[config.mk]
export PLATFORM = sky130hd
export DESIGN_NAME = tcs_queue
export DESIGN_NICKNAME = d
export VERILOG_FILES = /design/src/design/text_console_scrollback_defines.svh /design/src/design/tcs_pkg.sv /design/src/design/tcs_queue.sv
export SDC_FILE = /design/constraint.sdc
export NUM_CORES = 1
export LEC_CHECK = 0
export CAP_MARGIN = 20
export CORE_AREA = 2 2 64 66
export DETAILED_ROUTE_END_ITERATION = 6
export DIE_AREA = 0 0 66 68
export DONT_BUFFER_PORTS = 1
export PLACE_DENSITY = 0.7
export REMOVE_ABC_BUFFERS = 1
export SLEW_MARGIN = 20
export SYNTH_ARGS = -nofsm -noshare
export SYNTH_HDL_FRONTEND = slang
export SYNTH_SLANG_ARGS = --single-unit
export TNS_END_PERCENT = 30
[constraint.sdc]
create_clock -name clock -period 3.75 [get_ports clock]
set_input_delay 0.1875 -clock clock [delete_from_list [all_inputs] [get_ports clock]]
set_output_delay 0.1875 -clock clock [all_outputs]
set_load 0.01 [all_outputs]
[src/design/text_console_scrollback_defines.svh]
// ----------------------------------------------------------------------------
// Text console scrollback: assertion macros
// Shared property forms used by the console top level. Each expects signals
// named clock and reset in the scope where it is used.
// ----------------------------------------------------------------------------
`ifndef TEXT_CONSOLE_SCROLLBACK_DEFINES_SVH
`define TEXT_CONSOLE_SCROLLBACK_DEFINES_SVH

// Same-cycle implication, disabled during reset.
`define TCS_ASSERT_IMP(label, pre, post, msg) \
   label: assert property (@(posedge clock) disable iff (reset) (pre) |-> (post)) \
      else $error(msg);

// Next-cycle implication, disabled during reset.
`define TCS_ASSERT_NXT(label, pre, post, msg) \
   label: assert property (@(posedge clock) disable iff (reset) (pre) |=> (post)) \
      else $error(msg);

`endif

[src/design/tcs_pkg.sv]
// ----------------------------------------------------------------------------
// Text console scrollback: shared package
// Operation and character codes, command kinds and the command record that
// the front end hands to the back end.
// ----------------------------------------------------------------------------
`default_nettype none

package tcs_pkg;

   localparam int OP_W    = 3;
   localparam int CHAR_W  = 8;
   localparam int INDEX_W = 11;
   localparam int CELL_W  = 16;
   localparam int LOC_W   = 11;
   localparam int VLINE_W = 7;
   localparam int KIND_W  = 4;

   localparam logic [OP_W-1:0] OP_PUT_CHAR    = 3'd0;
   localparam logic [OP_W-1:0] OP_SCROLL_UP   = 3'd1;
   localparam logic [OP_W-1:0] OP_SCROLL_DOWN = 3'd2;
   localparam logic [OP_W-1:0] OP_CLEAR       = 3'd3;
   localparam logic [OP_W-1:0] OP_READ        = 3'd4;

   localparam logic [CHAR_W-1:0] CH_BACKSPACE = 8'd8;
   localparam logic [CHAR_W-1:0] CH_TAB       = 8'd9;
   localparam logic [CHAR_W-1:0] CH_NEWLINE   = 8'd10;
   localparam logic [CHAR_W-1:0] CH_SPACE     = 8'd32;

   localparam logic [CHAR_W-1:0] RESET_COLOR = 8'h07;

   localparam logic [KIND_W-1:0] CMD_NOP         = 4'd0;
   localparam logic [KIND_W-1:0] CMD_CHAR        = 4'd1;
   localparam logic [KIND_W-1:0] CMD_NEWLINE     = 4'd2;
   localparam logic [KIND_W-1:0] CMD_BACKSPACE   = 4'd3;
   localparam logic [KIND_W-1:0] CMD_TAB         = 4'd4;
   localparam logic [KIND_W-1:0] CMD_SCROLL_UP   = 4'd5;
   localparam logic [KIND_W-1:0] CMD_SCROLL_DOWN = 4'd6;
   localparam logic [KIND_W-1:0] CMD_CLEAR       = 4'd7;
   localparam logic [KIND_W-1:0] CMD_READ        = 4'd8;

   typedef struct packed {
      logic [KIND_W-1:0]  kind;
      logic [CHAR_W-1:0]  char_code;
      logic               snap;
      logic [INDEX_W-1:0] cell_index;
      logic               in_range;
   } cmd_type;

endpackage

`default_nettype wire

[src/design/tcs_queue.sv]
// ----------------------------------------------------------------------------
// Text console scrollback: command queue
// Short first-in first-out queue of commands between the front end and the
// back end, so that each side stalls on its own.
// ----------------------------------------------------------------------------
`default_nettype none

module tcs_queue import tcs_pkg::*; (
   input  wire logic clock,
   input  wire logic reset,
   input  wire logic push_valid,
   output logic      push_ready,
   input  wire cmd_type push_cmd,
   output logic      pop_valid,
   input  wire logic pop_ready,
   output cmd_type   pop_cmd
);

   localparam int DEPTH = 2;
   localparam int PTR_W = $clog2(DEPTH);
   localparam int CNT_W = $clog2(DEPTH + 1);

   cmd_type          entry_ff [DEPTH];
   logic [PTR_W-1:0] wr_ptr_ff;
   logic [PTR_W-1:0] wr_ptr_in;
   logic [PTR_W-1:0] rd_ptr_ff;
   logic [PTR_W-1:0] rd_ptr_in;
   logic [CNT_W-1:0] count_ff;
   logic [CNT_W-1:0] count_in;
   logic             do_push;
   logic             do_pop;

   assign push_ready = (count_ff != CNT_W'(DEPTH));
   assign pop_valid  = (count_ff != '0);
   assign pop_cmd    = entry_ff[rd_ptr_ff];
   assign do_push    = push_valid && push_ready;
   assign do_pop     = pop_valid && pop_ready;

   always_comb begin
      wr_ptr_in = wr_ptr_ff;
      rd_ptr_in = rd_ptr_ff;
      count_in  = count_ff;
      if (do_push) begin
         wr_ptr_in = (wr_ptr_ff == PTR_W'(DEPTH - 1)) ? '0 : wr_ptr_ff + 1'b1;
      end
      if (do_pop) begin
         rd_ptr_in = (rd_ptr_ff == PTR_W'(DEPTH - 1)) ? '0 : rd_ptr_ff + 1'b1;
      end
      if (do_push && !do_pop) begin
         count_in = count_ff + 1'b1;
      end else if (do_pop && !do_push) begin
         count_in = count_ff - 1'b1;
      end
   end

   always_ff @(posedge clock) begin
      if (reset) begin
         wr_ptr_ff <= '0;
         rd_ptr_ff <= '0;
         count_ff  <= '0;
      end else begin
         wr_ptr_ff <= wr_ptr_in;
         rd_ptr_ff <= rd_ptr_in;
         count_ff  <= count_in;
      end
      if (do_push) begin
         entry_ff[wr_ptr_ff] <= push_cmd;
      end
   end

endmodule

`default_nettype wire

======== After elaboration in Yosys (flattened, before gate mapping) ========
Memory sizes are Yosys's and may differ from the RTL's. A register that Yosys moved wholly into a read port is not among the register bits.
Index checks and enable logic that the tools add are counted.
cells by class
  mux-type cells .......................... 8
  bitwise operators ....................... 0
  equality and inequality tests ........... 1
  add/sub/neg operators ................... 4
  divide/modulo/power cells ............... 0
  order comparisons ....................... 0
  shift-type cells ........................ 0
  reduce and logical (&&, ||, !) cells .... 8
  multipliers ............................. 0
operators by type and width
  operator             count
  $mux 1               6
  $logic_and 1x1->1    4
  $mux 2               2
  $reduce_bool 2->1    2
  $add 1x1->1 const B  2
  $add 2x1->2 const B  1
  $logic_not 1->1      2
  $ne 2x2->1 const B   1
  $sub 2x1->2 const B  1
word-level totals
  ROM bits ................................ 0
  bits of input ports ..................... 29
  latch bits .............................. 0
  bits in writable memories ............... 50
  word-level logic and storage cells ...... 25
  bits in registers ....................... 4
  memories kept ........................... 1
memory list
  memory    words  width  rd ports  clocked after memory_dff  write ports  RTL line         RTL
  entry_ff  2      25     1         1                         1            tcs_queue.sv:23  cmd_type entry_ff [DEPTH];

======== Longest topological paths before layout ========
  word-level depth ........................ 6
  depth in mapped cells ................... 6
  gate-level depth less buffers ........... 6

======== Worst setup path after synthesis ========
No wires, ideal clock.
  path type ............................... register -> register
  start point ............................. register count_ff[0]
  end point ............................... memory entry_ff[1][0] (netlist name), enable pin
  clock period less this slack ............ 1.698 ns
  slack ................................... 2.052 ns
  buffers on the path ..................... 0
  cell stages (with the launch flop) ...... 3
  setup time .............................. 0.384 ns
  data arrival time ....................... 1.314 ns
  cells stage by stage .................... dfxtp_1 nand2b_1 and3_1
between the ends
  word-level cells in the longest chain between the ends .. 4
RTL lines
  item                          RTL line         RTL
  start: declaration            tcs_queue.sv:28  logic [CNT_W-1:0] count_ff;
  start signal: assignment      tcs_queue.sv:64  count_ff <= count_in;
  $ne 2x2->1                    tcs_queue.sv:33  assign push_ready = (count_ff != CNT_W'(DEPTH));
  via push_ready                tcs_queue.sv:12  output logic push_ready,
  $logic_and 1x1->1             tcs_queue.sv:36  assign do_push = push_valid && push_ready;
  $mux 1                        tcs_queue.sv:66  if (do_push) begin
  $mux 1 (implied by the code)  tcs_queue.sv:67  entry_ff[wr_ptr_ff] <= push_cmd;
  end: declaration              tcs_queue.sv:23
The timed path passes the listed nets, and every way through them passes these cells.

======== Final worst setup path ========
  start point ............................. register count_ff[0]
  end point ............................... memory entry_ff[0][15] (netlist name), enable pin
Same word-level chain as after synthesis.

==> impl_results.md <==
- Final critical-path required period: 1950 ps
- Final hold vios: 0
- Routed WL: 3100 µm
- Port bufs: 0
- Clock Tree Root: clkbuf_8
- DR DRC count: 0
- Worst slack at placement: 1690 ps
- Grt ovf: 0
- Largest net degree at the start of global routing: 26
- Area growth syn-to-layout: 19.2%
- FP Rows: 23
- Flop-to-flop setup slack: 1800 ps
- Top post-synthesis cells by area: edfxtp_1, mux2_2, dfxtp_1
- Crit Path Class: reg -> reg
- Dpl hpwl: 1950 µm
- Final setup margin: 1800 ps
- Global-route wire length before repair: 4680 µm
- Commonest non-fill, non-tap cell in the layout: edfxtp_1
- Slew HR: 33.6%
- Vias post-DR: 939
- RSZ-0062 raised after global routing: no
- Cell count after synthesis: 102
- Vias in the first global route: 1007
- Initial Utilization: 52.5%
- # diodes: 0
- Die W: 66 µm
- Critical Path AT: 1880 ps
- Hold_sp: push_valid
- PnR Total Power: 0.00144 W
- Resize count post-CTS: 0
- Final RePlAce weighted congestion: 0.619
- Top-Level Pins: 56
- Wire per inst: 16.9 µm
- Status: finished, final reports clean
- Syn avg cell area: 19.8 µm²
- Worst setup startpoint: count_ff[0]
- Post-synthesis register bit count: 55
- Area leader, netlist: edfxtp_1
- Mapped Area: 2020 µm²
- Fin Setup TNS: 0 ps
- Max-slew violations: 0
- CTS tree: built
- Drt pass-1 iters: 4
- Most frequent cells in the layout: edfxtp_1, dlygate4sd3_1, mux2_2
- Clock slew at reported path FFs: 90 ps
- Crit path max fanout: 25
- Clock Skew: 5.10 ps
- P_leak: 0.811 nW
- Initial antenna violation count: 0
- Yosys warns: 0
- Hold Crit Class: in -> reg
- Core area: 3860 µm²
- Critical R2R Launch: count_ff[0]
- Die area: 4490 µm²
- Worst Setup End Kind: flip-flop
- Peak Freq: 512 MHz
- Die height: 68 µm
- Peak VDD IR: 0.377 mV
- Clock Path Buffers: 2
- Share of cells above drive strength 1: 26.3%
- Post-synth cell types: 18
- Drt via density: 5.13
- Period utilization: 52.1%
- Seq/Total Area, Yosys: 79.2%
- CP startpoint kind: flip-flop
- Max_cap viols: 0
- CTS Buf Count: 5
- 1st-iter DRT viols: 61
- Required time worst endpoint: 3670 ps
- Antenna Nets Post-Route: 0
- GRT Total Usage: 14.8%
- Setup Buffers After CTS: 0
- Later-pin clock latency in the skew report: 300 ps
- Clock tree sinks: 55
- Synth top area share: 74.2%
- Measured slew at the worst slew-check pin: 996 ps
- H-tree lvl count: 2
- Final Setup Violations: 0
- PwrDens: 599 nW/µm²
- Nets: 162
-- cells by family (layout without fill, tap and decap cells) --
group                      count (synthesis)  count (layout)  share of synthesized area, %
buffers and inverters                      4              35                          1.05
AOI/OAI and AO/OA                          5               5                          1.48
DFF                                       55              55                          79.2
adders and majority gates                  1               1                         0.618
muxes                                     25              25                          13.9
and+or+nand+nor                            9               9                          2.47
xor gates and xnor gates                   3               3                          1.30
-- layout make-up --
class	count	area [µm²]
flip-flops and latches	55	1600
clock inverters	1	5.00
fillers	287	1440
clock buffers	7	76.3
multi-input cells	43	402
inverters	1	3.75
repair buffers	26	260
well taps	50	62.6
-- through the flow --
stage | utilization (%) | hold WS, ps | area (µm²) | std cells
2_1_floorplan | - | 257 | 2010 | 99
3_3_place_gp | 53.6 | 259 | 2070 | 149
3_5_place_dp | 53.6 | 260 | 2070 | 149
4_1_cts | 62.5 | 73.3 | 2410 | 183
5_1_grt | 62.6 | 97.9 | 2410 | 183
6_report | 62.6 | 81.4 | 2410 | 183
-- synth_stat cells --
| master | count |
|---|---|
| nor2_1 | 3 |
| or3_1 | 1 |
| ha_1 | 1 |
| dfxtp_1 | 5 |
| a21bo_2 | 1 |
| inv_1 | 1 |
| xor2_1 | 3 |
| and2_1 | 1 |
| buf_2 | 2 |
| o21ai_0 | 2 |
| and3_1 | 1 |
| buf_4 | 1 |
| mux2_2 | 25 |
| a21oi_1 | 2 |
| nand3b_1 | 1 |
| edfxtp_1 | 50 |
| or2_2 | 1 |
| nand2b_1 | 1 |
-- report_power, final --
part           leakage, nW  switching, W  internal (W)
logic                0.261      0.000166      0.000146
registers            0.509     0.0000621      0.000771
clock network       0.0422      0.000167      0.000131
total                0.811      0.000396       0.00105
-- sequential cells by signal (all words and copies together), names as in the netlist, named ones only --
register	flops
entry_ff	50
wr_ptr_ff	1
count_ff	2
rd_ptr_ff	1
-- worst max-delay path: stages, from the launching register on --
cell and delay, ps:
dfxtp_1 420, nand2b_1 280, nand3b_1 140, inv_1 740
-- worst paths after layout --
check                                       end  cells past startpoint
worst max register to register  entry_ff[0][15]                      3
worst max-delay path            entry_ff[0][15]                      3
worst min register to register        flip-flop                      2
worst min-delay path                  wr_ptr_ff                      2
-- routing by layer --
layer / vias to the layer above / track usage [%] / wire length (µm)
met2: 31 / 26.6 / 1650
met3: 4 / 6.09 / 205
met1: 458 / 15.8 / 1210
li1: 446 / - / -
met5: - / 0 / 0
met4: 0 / 5.36 / 36
-- repair_timing --
action | in CTS | in global routing
endpoints found under the hold margin | 55 | 0
endpoints found under the setup margin | 0 | 0
hold buffers | 26 | 0
Note: power is estimated with default switching activity, not from simulation.
