$ cat config.mk
export PLATFORM = sky130hd
export DESIGN_NAME = tcs_front
export DESIGN_NICKNAME = d
export VERILOG_FILES = /design/src/design/text_console_scrollback_defines.svh /design/src/design/tcs_pkg.sv /design/src/design/tcs_front.sv
export SDC_FILE = /design/constraint.sdc
export NUM_CORES = 1
export LEC_CHECK = 0
export ABC_AREA = 1
export BUFFER_PORTS_ARGS = -buffer_cell sky130_fd_sc_hd__buf_2
export CORE_MARGIN = 2
export CORE_UTILIZATION = 35
export DETAILED_ROUTE_END_ITERATION = 16
export PLACE_DENSITY_LB_ADDON = 0.08
export SLEW_MARGIN = 20
export SYNTH_ARGS = -nofsm -noshare
export SYNTH_HDL_FRONTEND = slang
export SYNTH_SLANG_ARGS = --single-unit
$ cat constraint.sdc
create_clock -name clock -period 3 [get_ports clock]
set_input_delay 0.45 -clock clock [delete_from_list [all_inputs] [get_ports clock]]
set_output_delay 0.45 -clock clock [all_outputs]
set_load 0.02 [all_outputs]
$ cat src/design/text_console_scrollback_defines.svh
// ----------------------------------------------------------------------------
// Text console scrollback: assertion macros
// Shared property forms used by the console top level. Each expects signals
// named clock and reset in the scope where it is used.
// ----------------------------------------------------------------------------
`ifndef TEXT_CONSOLE_SCROLLBACK_DEFINES_SVH
`define TEXT_CONSOLE_SCROLLBACK_DEFINES_SVH

// Same-cycle implication, disabled during reset.
`define TCS_ASSERT_IMP(label, pre, post, msg) \
   label: assert property (@(posedge clock) disable iff (reset) (pre) |-> (post)) \
      else $error(msg);

// Next-cycle implication, disabled during reset.
`define TCS_ASSERT_NXT(label, pre, post, msg) \
   label: assert property (@(posedge clock) disable iff (reset) (pre) |=> (post)) \
      else $error(msg);

`endif

$ cat src/design/tcs_pkg.sv
// ----------------------------------------------------------------------------
// Text console scrollback: shared package
// Operation and character codes, command kinds and the command record that
// the front end hands to the back end.
// ----------------------------------------------------------------------------
`default_nettype none

package tcs_pkg;

   localparam int OP_W    = 3;
   localparam int CHAR_W  = 8;
   localparam int INDEX_W = 11;
   localparam int CELL_W  = 16;
   localparam int LOC_W   = 11;
   localparam int VLINE_W = 7;
   localparam int KIND_W  = 4;

   localparam logic [OP_W-1:0] OP_PUT_CHAR    = 3'd0;
   localparam logic [OP_W-1:0] OP_SCROLL_UP   = 3'd1;
   localparam logic [OP_W-1:0] OP_SCROLL_DOWN = 3'd2;
   localparam logic [OP_W-1:0] OP_CLEAR       = 3'd3;
   localparam logic [OP_W-1:0] OP_READ        = 3'd4;

   localparam logic [CHAR_W-1:0] CH_BACKSPACE = 8'd8;
   localparam logic [CHAR_W-1:0] CH_TAB       = 8'd9;
   localparam logic [CHAR_W-1:0] CH_NEWLINE   = 8'd10;
   localparam logic [CHAR_W-1:0] CH_SPACE     = 8'd32;

   localparam logic [CHAR_W-1:0] RESET_COLOR = 8'h07;

   localparam logic [KIND_W-1:0] CMD_NOP         = 4'd0;
   localparam logic [KIND_W-1:0] CMD_CHAR        = 4'd1;
   localparam logic [KIND_W-1:0] CMD_NEWLINE     = 4'd2;
   localparam logic [KIND_W-1:0] CMD_BACKSPACE   = 4'd3;
   localparam logic [KIND_W-1:0] CMD_TAB         = 4'd4;
   localparam logic [KIND_W-1:0] CMD_SCROLL_UP   = 4'd5;
   localparam logic [KIND_W-1:0] CMD_SCROLL_DOWN = 4'd6;
   localparam logic [KIND_W-1:0] CMD_CLEAR       = 4'd7;
   localparam logic [KIND_W-1:0] CMD_READ        = 4'd8;

   typedef struct packed {
      logic [KIND_W-1:0]  kind;
      logic [CHAR_W-1:0]  char_code;
      logic               snap;
      logic [INDEX_W-1:0] cell_index;
      logic               in_range;
   } cmd_type;

endpackage

`default_nettype wire

$ cat src/design/tcs_front.sv
// ----------------------------------------------------------------------------
// Text console scrollback: front end
// Accepts request transactions, classifies them into commands and hands
// them to the command queue.
// ----------------------------------------------------------------------------
`default_nettype none

module tcs_front import tcs_pkg::*; #(
   parameter int unsigned SCREEN_CELLS = 2000
) (
   input  wire logic               clock,
   input  wire logic               reset,
   input  wire logic               req_valid,
   output logic                    req_stall,
   input  wire logic [OP_W-1:0]    req_operation,
   input  wire logic [CHAR_W-1:0]  req_char_code,
   input  wire logic               req_string_end,
   input  wire logic [INDEX_W-1:0] req_cell_index,
   output logic                    push_valid,
   input  wire logic               push_ready,
   output cmd_type                 push_cmd
);

   logic    valid_ff;
   logic    valid_in;
   cmd_type cmd_ff;
   cmd_type cmd_in;
   logic    accept;

   assign req_stall  = valid_ff && !push_ready;
   assign accept     = req_valid && !req_stall;
   assign push_valid = valid_ff;
   assign push_cmd   = cmd_ff;

   always_comb begin
      cmd_in            = cmd_ff;
      cmd_in.char_code  = req_char_code;
      cmd_in.cell_index = req_cell_index;
      cmd_in.snap       = 1'b0;
      cmd_in.in_range   = ({21'b0, req_cell_index} < SCREEN_CELLS);
      unique case (req_operation)
         OP_PUT_CHAR: begin
            cmd_in.snap = req_string_end;
            unique case (req_char_code)
               CH_NEWLINE:   cmd_in.kind = CMD_NEWLINE;
               CH_BACKSPACE: cmd_in.kind = CMD_BACKSPACE;
               CH_TAB:       cmd_in.kind = CMD_TAB;
               default:      cmd_in.kind = CMD_CHAR;
            endcase
         end
         OP_SCROLL_UP:   cmd_in.kind = CMD_SCROLL_UP;
         OP_SCROLL_DOWN: cmd_in.kind = CMD_SCROLL_DOWN;
         OP_CLEAR:       cmd_in.kind = CMD_CLEAR;
         OP_READ:        cmd_in.kind = CMD_READ;
         default:        cmd_in.kind = CMD_NOP;
      endcase
   end

   always_comb begin
      valid_in = valid_ff;
      if (accept) begin
         valid_in = 1'b1;
      end else if (push_ready) begin
         valid_in = 1'b0;
      end
   end

   always_ff @(posedge clock) begin
      if (reset) begin
         valid_ff <= 1'b0;
      end else begin
         valid_ff <= valid_in;
      end
      if (accept) begin
         cmd_ff <= cmd_in;
      end
   end

endmodule

`default_nettype wire

# Word level (Yosys, flattened, before mapping)
# Cells that the tools add are included.
# W data, S select, Z words.
dict set report classes {
  addsub 0
  mul 0
  div 0
  n_lt_le_gt_ge 1
  eq_ne 7
  shifts 0
  mux 4
  bitwise 0
  n_reduce_logical 6
}
# operator count
set op_table {}
lappend op_table {{$eq A8 B4 Y1 const B} 3}
lappend op_table {{$pmux W4 S5} 1}
lappend op_table {{$lt A11 B11 Y1 const B} 1}
lappend op_table {{$pmux W3 S3} 1}
lappend op_table {{$eq A3 B2 Y1 const B} 2}
lappend op_table {{$eq A3 B1 Y1 const B} 1}
lappend op_table {{$eq A3 B3 Y1 const B} 1}
lappend op_table {{$logic_not A3 Y1} 1}
lappend op_table {{$logic_and A1 B1 Y1} 2}
lappend op_table {{$logic_not A1 Y1} 2}
lappend op_table {{$mux W1} 2}
lappend op_table {{$reduce_bool A2 Y1} 1}
dict set report totals {
  regBits 26
  latchBits 0
  mem_bits_rw 0
  mem_bits_ro 0
  input_bits 27
  out_inout_bits 27
  wordCells 24
  memories 0
}

# Longest topological paths before layout
dict set report logic_depth {
  depth_word 5
  mapped_depth 7
  depth_no_buf 7
}

# Worst setup path after synthesis
# OpenSTA, ideal clock, no wires.
dict set report synth_path {
  kind {in2reg}
  start {in push_ready}
  end {reg cmd_ff (netlist bit push_cmd[0]), enable pin}
  setup_time_ns 0.407
  t_arrival_ns 1.736
  required_time_ns 2.593
  setup_slack_ns 0.857
  stages 4
  n_path_buf 0
  path_cell_list {inv_1 nand2_1 inv_1 nor2_1}
}
dict set report synth_via {
  elab_chain_len 4
}
# item line_no
set synth_lines {}
lappend synth_lines {{start, declared} tcs_front.sv:20} ;# input wire logic push_ready,
lappend synth_lines {{$logic_not A1 Y1} tcs_front.sv:30} ;# assign req_stall = valid_ff && !push_ready;
lappend synth_lines {{$logic_and A1 B1 Y1} tcs_front.sv:30}
lappend synth_lines {{net req_stall} tcs_front.sv:14} ;# output logic req_stall,
lappend synth_lines {{$logic_not A1 Y1} tcs_front.sv:31} ;# assign accept = req_valid && !req_stall;
lappend synth_lines {{$logic_and A1 B1 Y1} tcs_front.sv:31}
lappend synth_lines {{net accept} tcs_front.sv:28} ;# logic accept;
lappend synth_lines {{end signal, assigned} tcs_front.sv:75} ;# cmd_ff <= cmd_in;
lappend synth_lines {{end, declared} tcs_front.sv:26} ;# cmd_type cmd_ff;
# The timed path passes the listed nets, and every way through them passes these cells.
# A chain may end at the register's enable or synchronous reset.

# Worst setup path after layout
dict set report layout_path {
  start {reg valid_ff, in the netlist push_valid}
  end {out req_stall}
}
dict set report layout_via {
  elab_chain_len 1
}
# item line_no
set layout_lines {}
lappend layout_lines {{start, declared} tcs_front.sv:24} ;# logic valid_ff;
lappend layout_lines {{start signal, assigned} tcs_front.sv:72} ;# valid_ff <= valid_in;
lappend layout_lines {{$logic_and A1 B1 Y1} tcs_front.sv:30}
lappend layout_lines {{end, declared} tcs_front.sv:14}
# No other way between the ends.

==> key figures <==
Pwr
  – Reg power frac: 0.645
  – Static leakage power: 0.618 nW
  – Clock Power Share: 0.215
  – Pint: 504 uW
  – Net Sw Power: 158 uW
  – Pwr per Cell Area: 507 nW/um2
  – Part of the power in combinational logic: 0.140
  – Sw frac: 0.238
  – Worst IR Drop VDD: 0.252 mV

Synth
  – Most common library cells after synthesis: edfxtp_1, nand2_1, inv_1
  – Mean post-synth cell area: 13.8 um2
  – Syn nets: 97
  – Ys async rst share: 0
  – Mapped Area: 965 um2
  – Main synth FF type: edfxtp_1
  – EDFF count, synth: 25
  – Area contributors post-synth: edfxtp_1, nand2_1, inv_1, nor2_1, dfxtp_1
  – Cell taking the most area after synthesis: edfxtp_1
  – Warnings from Yosys: 0
  – Seq/Total Area, Yosys: 0.799
  – Post-synth cell types: 12
  – Synthesis-stage register bit count: 26
  – Gate Count Post-Synth: 70
  – Area share of the largest cell type after synthesis: 0.778
  – Count leader, synth: edfxtp_1

Clock tree
  – Root Driver: clkbuf_4
  – Clock-pin slew on the worst setup and hold paths: 0.13 ns
  – H-tree lvl count: 1
  – CTS buffer count: 3
  – Clock sinks: 26
  – # hold bufs at CTS: 0
  – CTS tree: done
  – Clk Latency, worst-skew pair: 0.31 ns
  – CTS Buffer Depth: 2
  – Post-CTS Setup Repair Bufs: 0
  – Post-cts repair resize count: 0

Layout
  – Multi-input logic area: 155 um2
  – Final instance area: 1310 um2
  – Fillcell total: 252
  – Fin util: 0.486
  – Final Net Count: 156
  – Sequential Area: 771 um2
  – Antenna cells: 0
  – Final cell count without fillers: 159
  – Area growth, synth to finish: 35.3%
  – Layout cells sized above 1: 0.477

Setup path
  – Crit path max fanout: 2
  – Startpoint types: register
  – Critical setup path kind: reg -> out
  – Setup crit end kind: output port
  – Max stage delay on crit path: 0.35 ns
  – CP required: 2.55 ns
  – WP data arrival: 0.96 ns
  – Reg2Reg Depth: 4
  – CP max stage cell: dfxtp_1
  – Worst-path cell chain: nand2_1, inv_1, buf_2

STA
  – Crit path time final: 1.41 ns
  – Setup slack after layout: 1.59 ns
  – Final Hold Vio Count: 0
  – Slew Viols, Final: 0
  – RSZ-0062 raised after global routing: false
  – Final Cycle Share: 0.471
  – Final setup violation count: 0
  – Slew HR: 0.795
  – Peak Freq: 0.708 GHz
  – Setup_tns: 0 ns
  – Clock skew: 0.00136 ns
  – Worst-Margin Slew: 0.308 ns

Min path
  – Hold crit path type: in -> reg
  – Hold Path Stages: 2

Floorplanning
  – I/O pin total: 54
  – Chip height: 56.5 um
  – Core region area: 2690 um2
  – Die W: 56.5 um
  – Initial Util: 0.359
  – Floorplan row count: 19
  – Die area: 3190 um2

Outcome
  – Status: finished clean

Placed design
  – Setup WS pre-CTS: 1.59 ns
  – Cell Area, Placed: 1280 um2
  – Dpl hpwl: 1390 um
  – GP Congestion: 0.657
  – Port buffer count: 53
  – Cells after DPL: 155

Global routing
  – Initial antenna violation count: 0
  – Largest net degree at the start of global routing: 26
  – GR Overflow Total: 0
  – GRT Resource Usage Total: 0.115
  – First-pass GRT wire length: 2710 um
  – Vias in the first global route: 658

Routing
  – DR WL/cell: 11.1 um
  – First-pass DRT Iterations: 3
  – Post-route ant nets: 0
  – Total Routed Length: 1770 um
  – Routed via count: 694
  – Starting DRT DRC Count: 13
  – DR vias/cell: 4.36
  – DRC errors left: 0

Flow run
  – Max-Cap Viols: 0
## final cells by class
type,count,area share
clock inverters,1,0.00288
repair buffers,54,0.209
clock buffers,3,0.0173
well taps,31,0.0297
flip-flops and latches,26,0.591
inverters,11,0.0316
multi-input cells,33,0.119
## final timing paths
| check | to | slack [ns] | startpoint |
|---|---|---|---|
| setup reg to reg | push_cmd[20]$_DFFE_PP_ | 1.85 | push_valid$_SDFFE_PP0P_ |
| hold reg to reg | push_valid$_SDFFE_PP0P_ | 0.49 | push_valid$_SDFFE_PP0P_ |
| setup / recovery | req_stall | 1.59 | push_valid$_SDFFE_PP0P_ |
| hold / removal | push_valid$_SDFFE_PP0P_ | 0.27 | reset |
## placed cells by master, fill, tap and decap left out
| master | instances |
|---|---|
| nor2_2 | 2 |
| inv_1 | 11 |
| nand3b_1 | 1 |
| nor2_1 | 6 |
| a21oi_1 | 2 |
| clkinv_1 | 1 |
| and3_1 | 1 |
| nor2_4 | 1 |
| o2111ai_1 | 1 |
| dfxtp_1 | 1 |
| buf_2 | 53 |
| buf_4 | 1 |
| nand2_1 | 18 |
| clkbuf_4 | 3 |
| or2_4 | 1 |
| edfxtp_1 | 25 |
## state kept, by name (all words and copies together), names as in the netlist
name,flops
push_cmd,25
push_valid,1
## routing by layer
layer / routed length, um / vias to the layer above / part of all wire / global-route usage
li1: - / 349 / - / -
met4: 37 / 0 / 0.021 / 0.0714
met2: 958 / 28 / 0.54 / 0.213
met1: 622 / 313 / 0.35 / 0.108
met5: 0 / - / 0 / 0
met3: 147 / 4 / 0.083 / 0.0369
## cells by family after synthesis
group	Yosys count	synth area share
buffers and inverters	11	0.0428
flip-flops	26	0.799
AO/OA/AOI/OAI	3	0.0195
AND/OR/NAND/NOR	30	0.139
## worst max-delay path: cells and delay by family, from the launching register on
family / cells / cell delay (ns)
DFF: 1 / 0.35
buffers and inverters: 2 / 0.24
and+or+nand+nor: 1 / 0.07
## power by group through the flow
stage	combinational (mW)	sequential (mW)	clock, mW
2_1_floorplan	0.0209	0.464	0
3_3_place_gp	0.0921	0.435	0
3_5_place_dp	0.0942	0.436	0
4_1_cts	0.0944	0.427	0.151
5_1_grt	0.101	0.429	0.168
6_report	0.0926	0.427	0.143
## per-stage QoR
stage	hold slack (ns)	power (mW)
finish	0.272	0.662
global route	0.255	0.698
CTS	0.263	0.673
detailed placement	0.478	0.530
global placement	0.464	0.527
floorplan	0.519	0.485
Power figures use the tool's default switching activity.
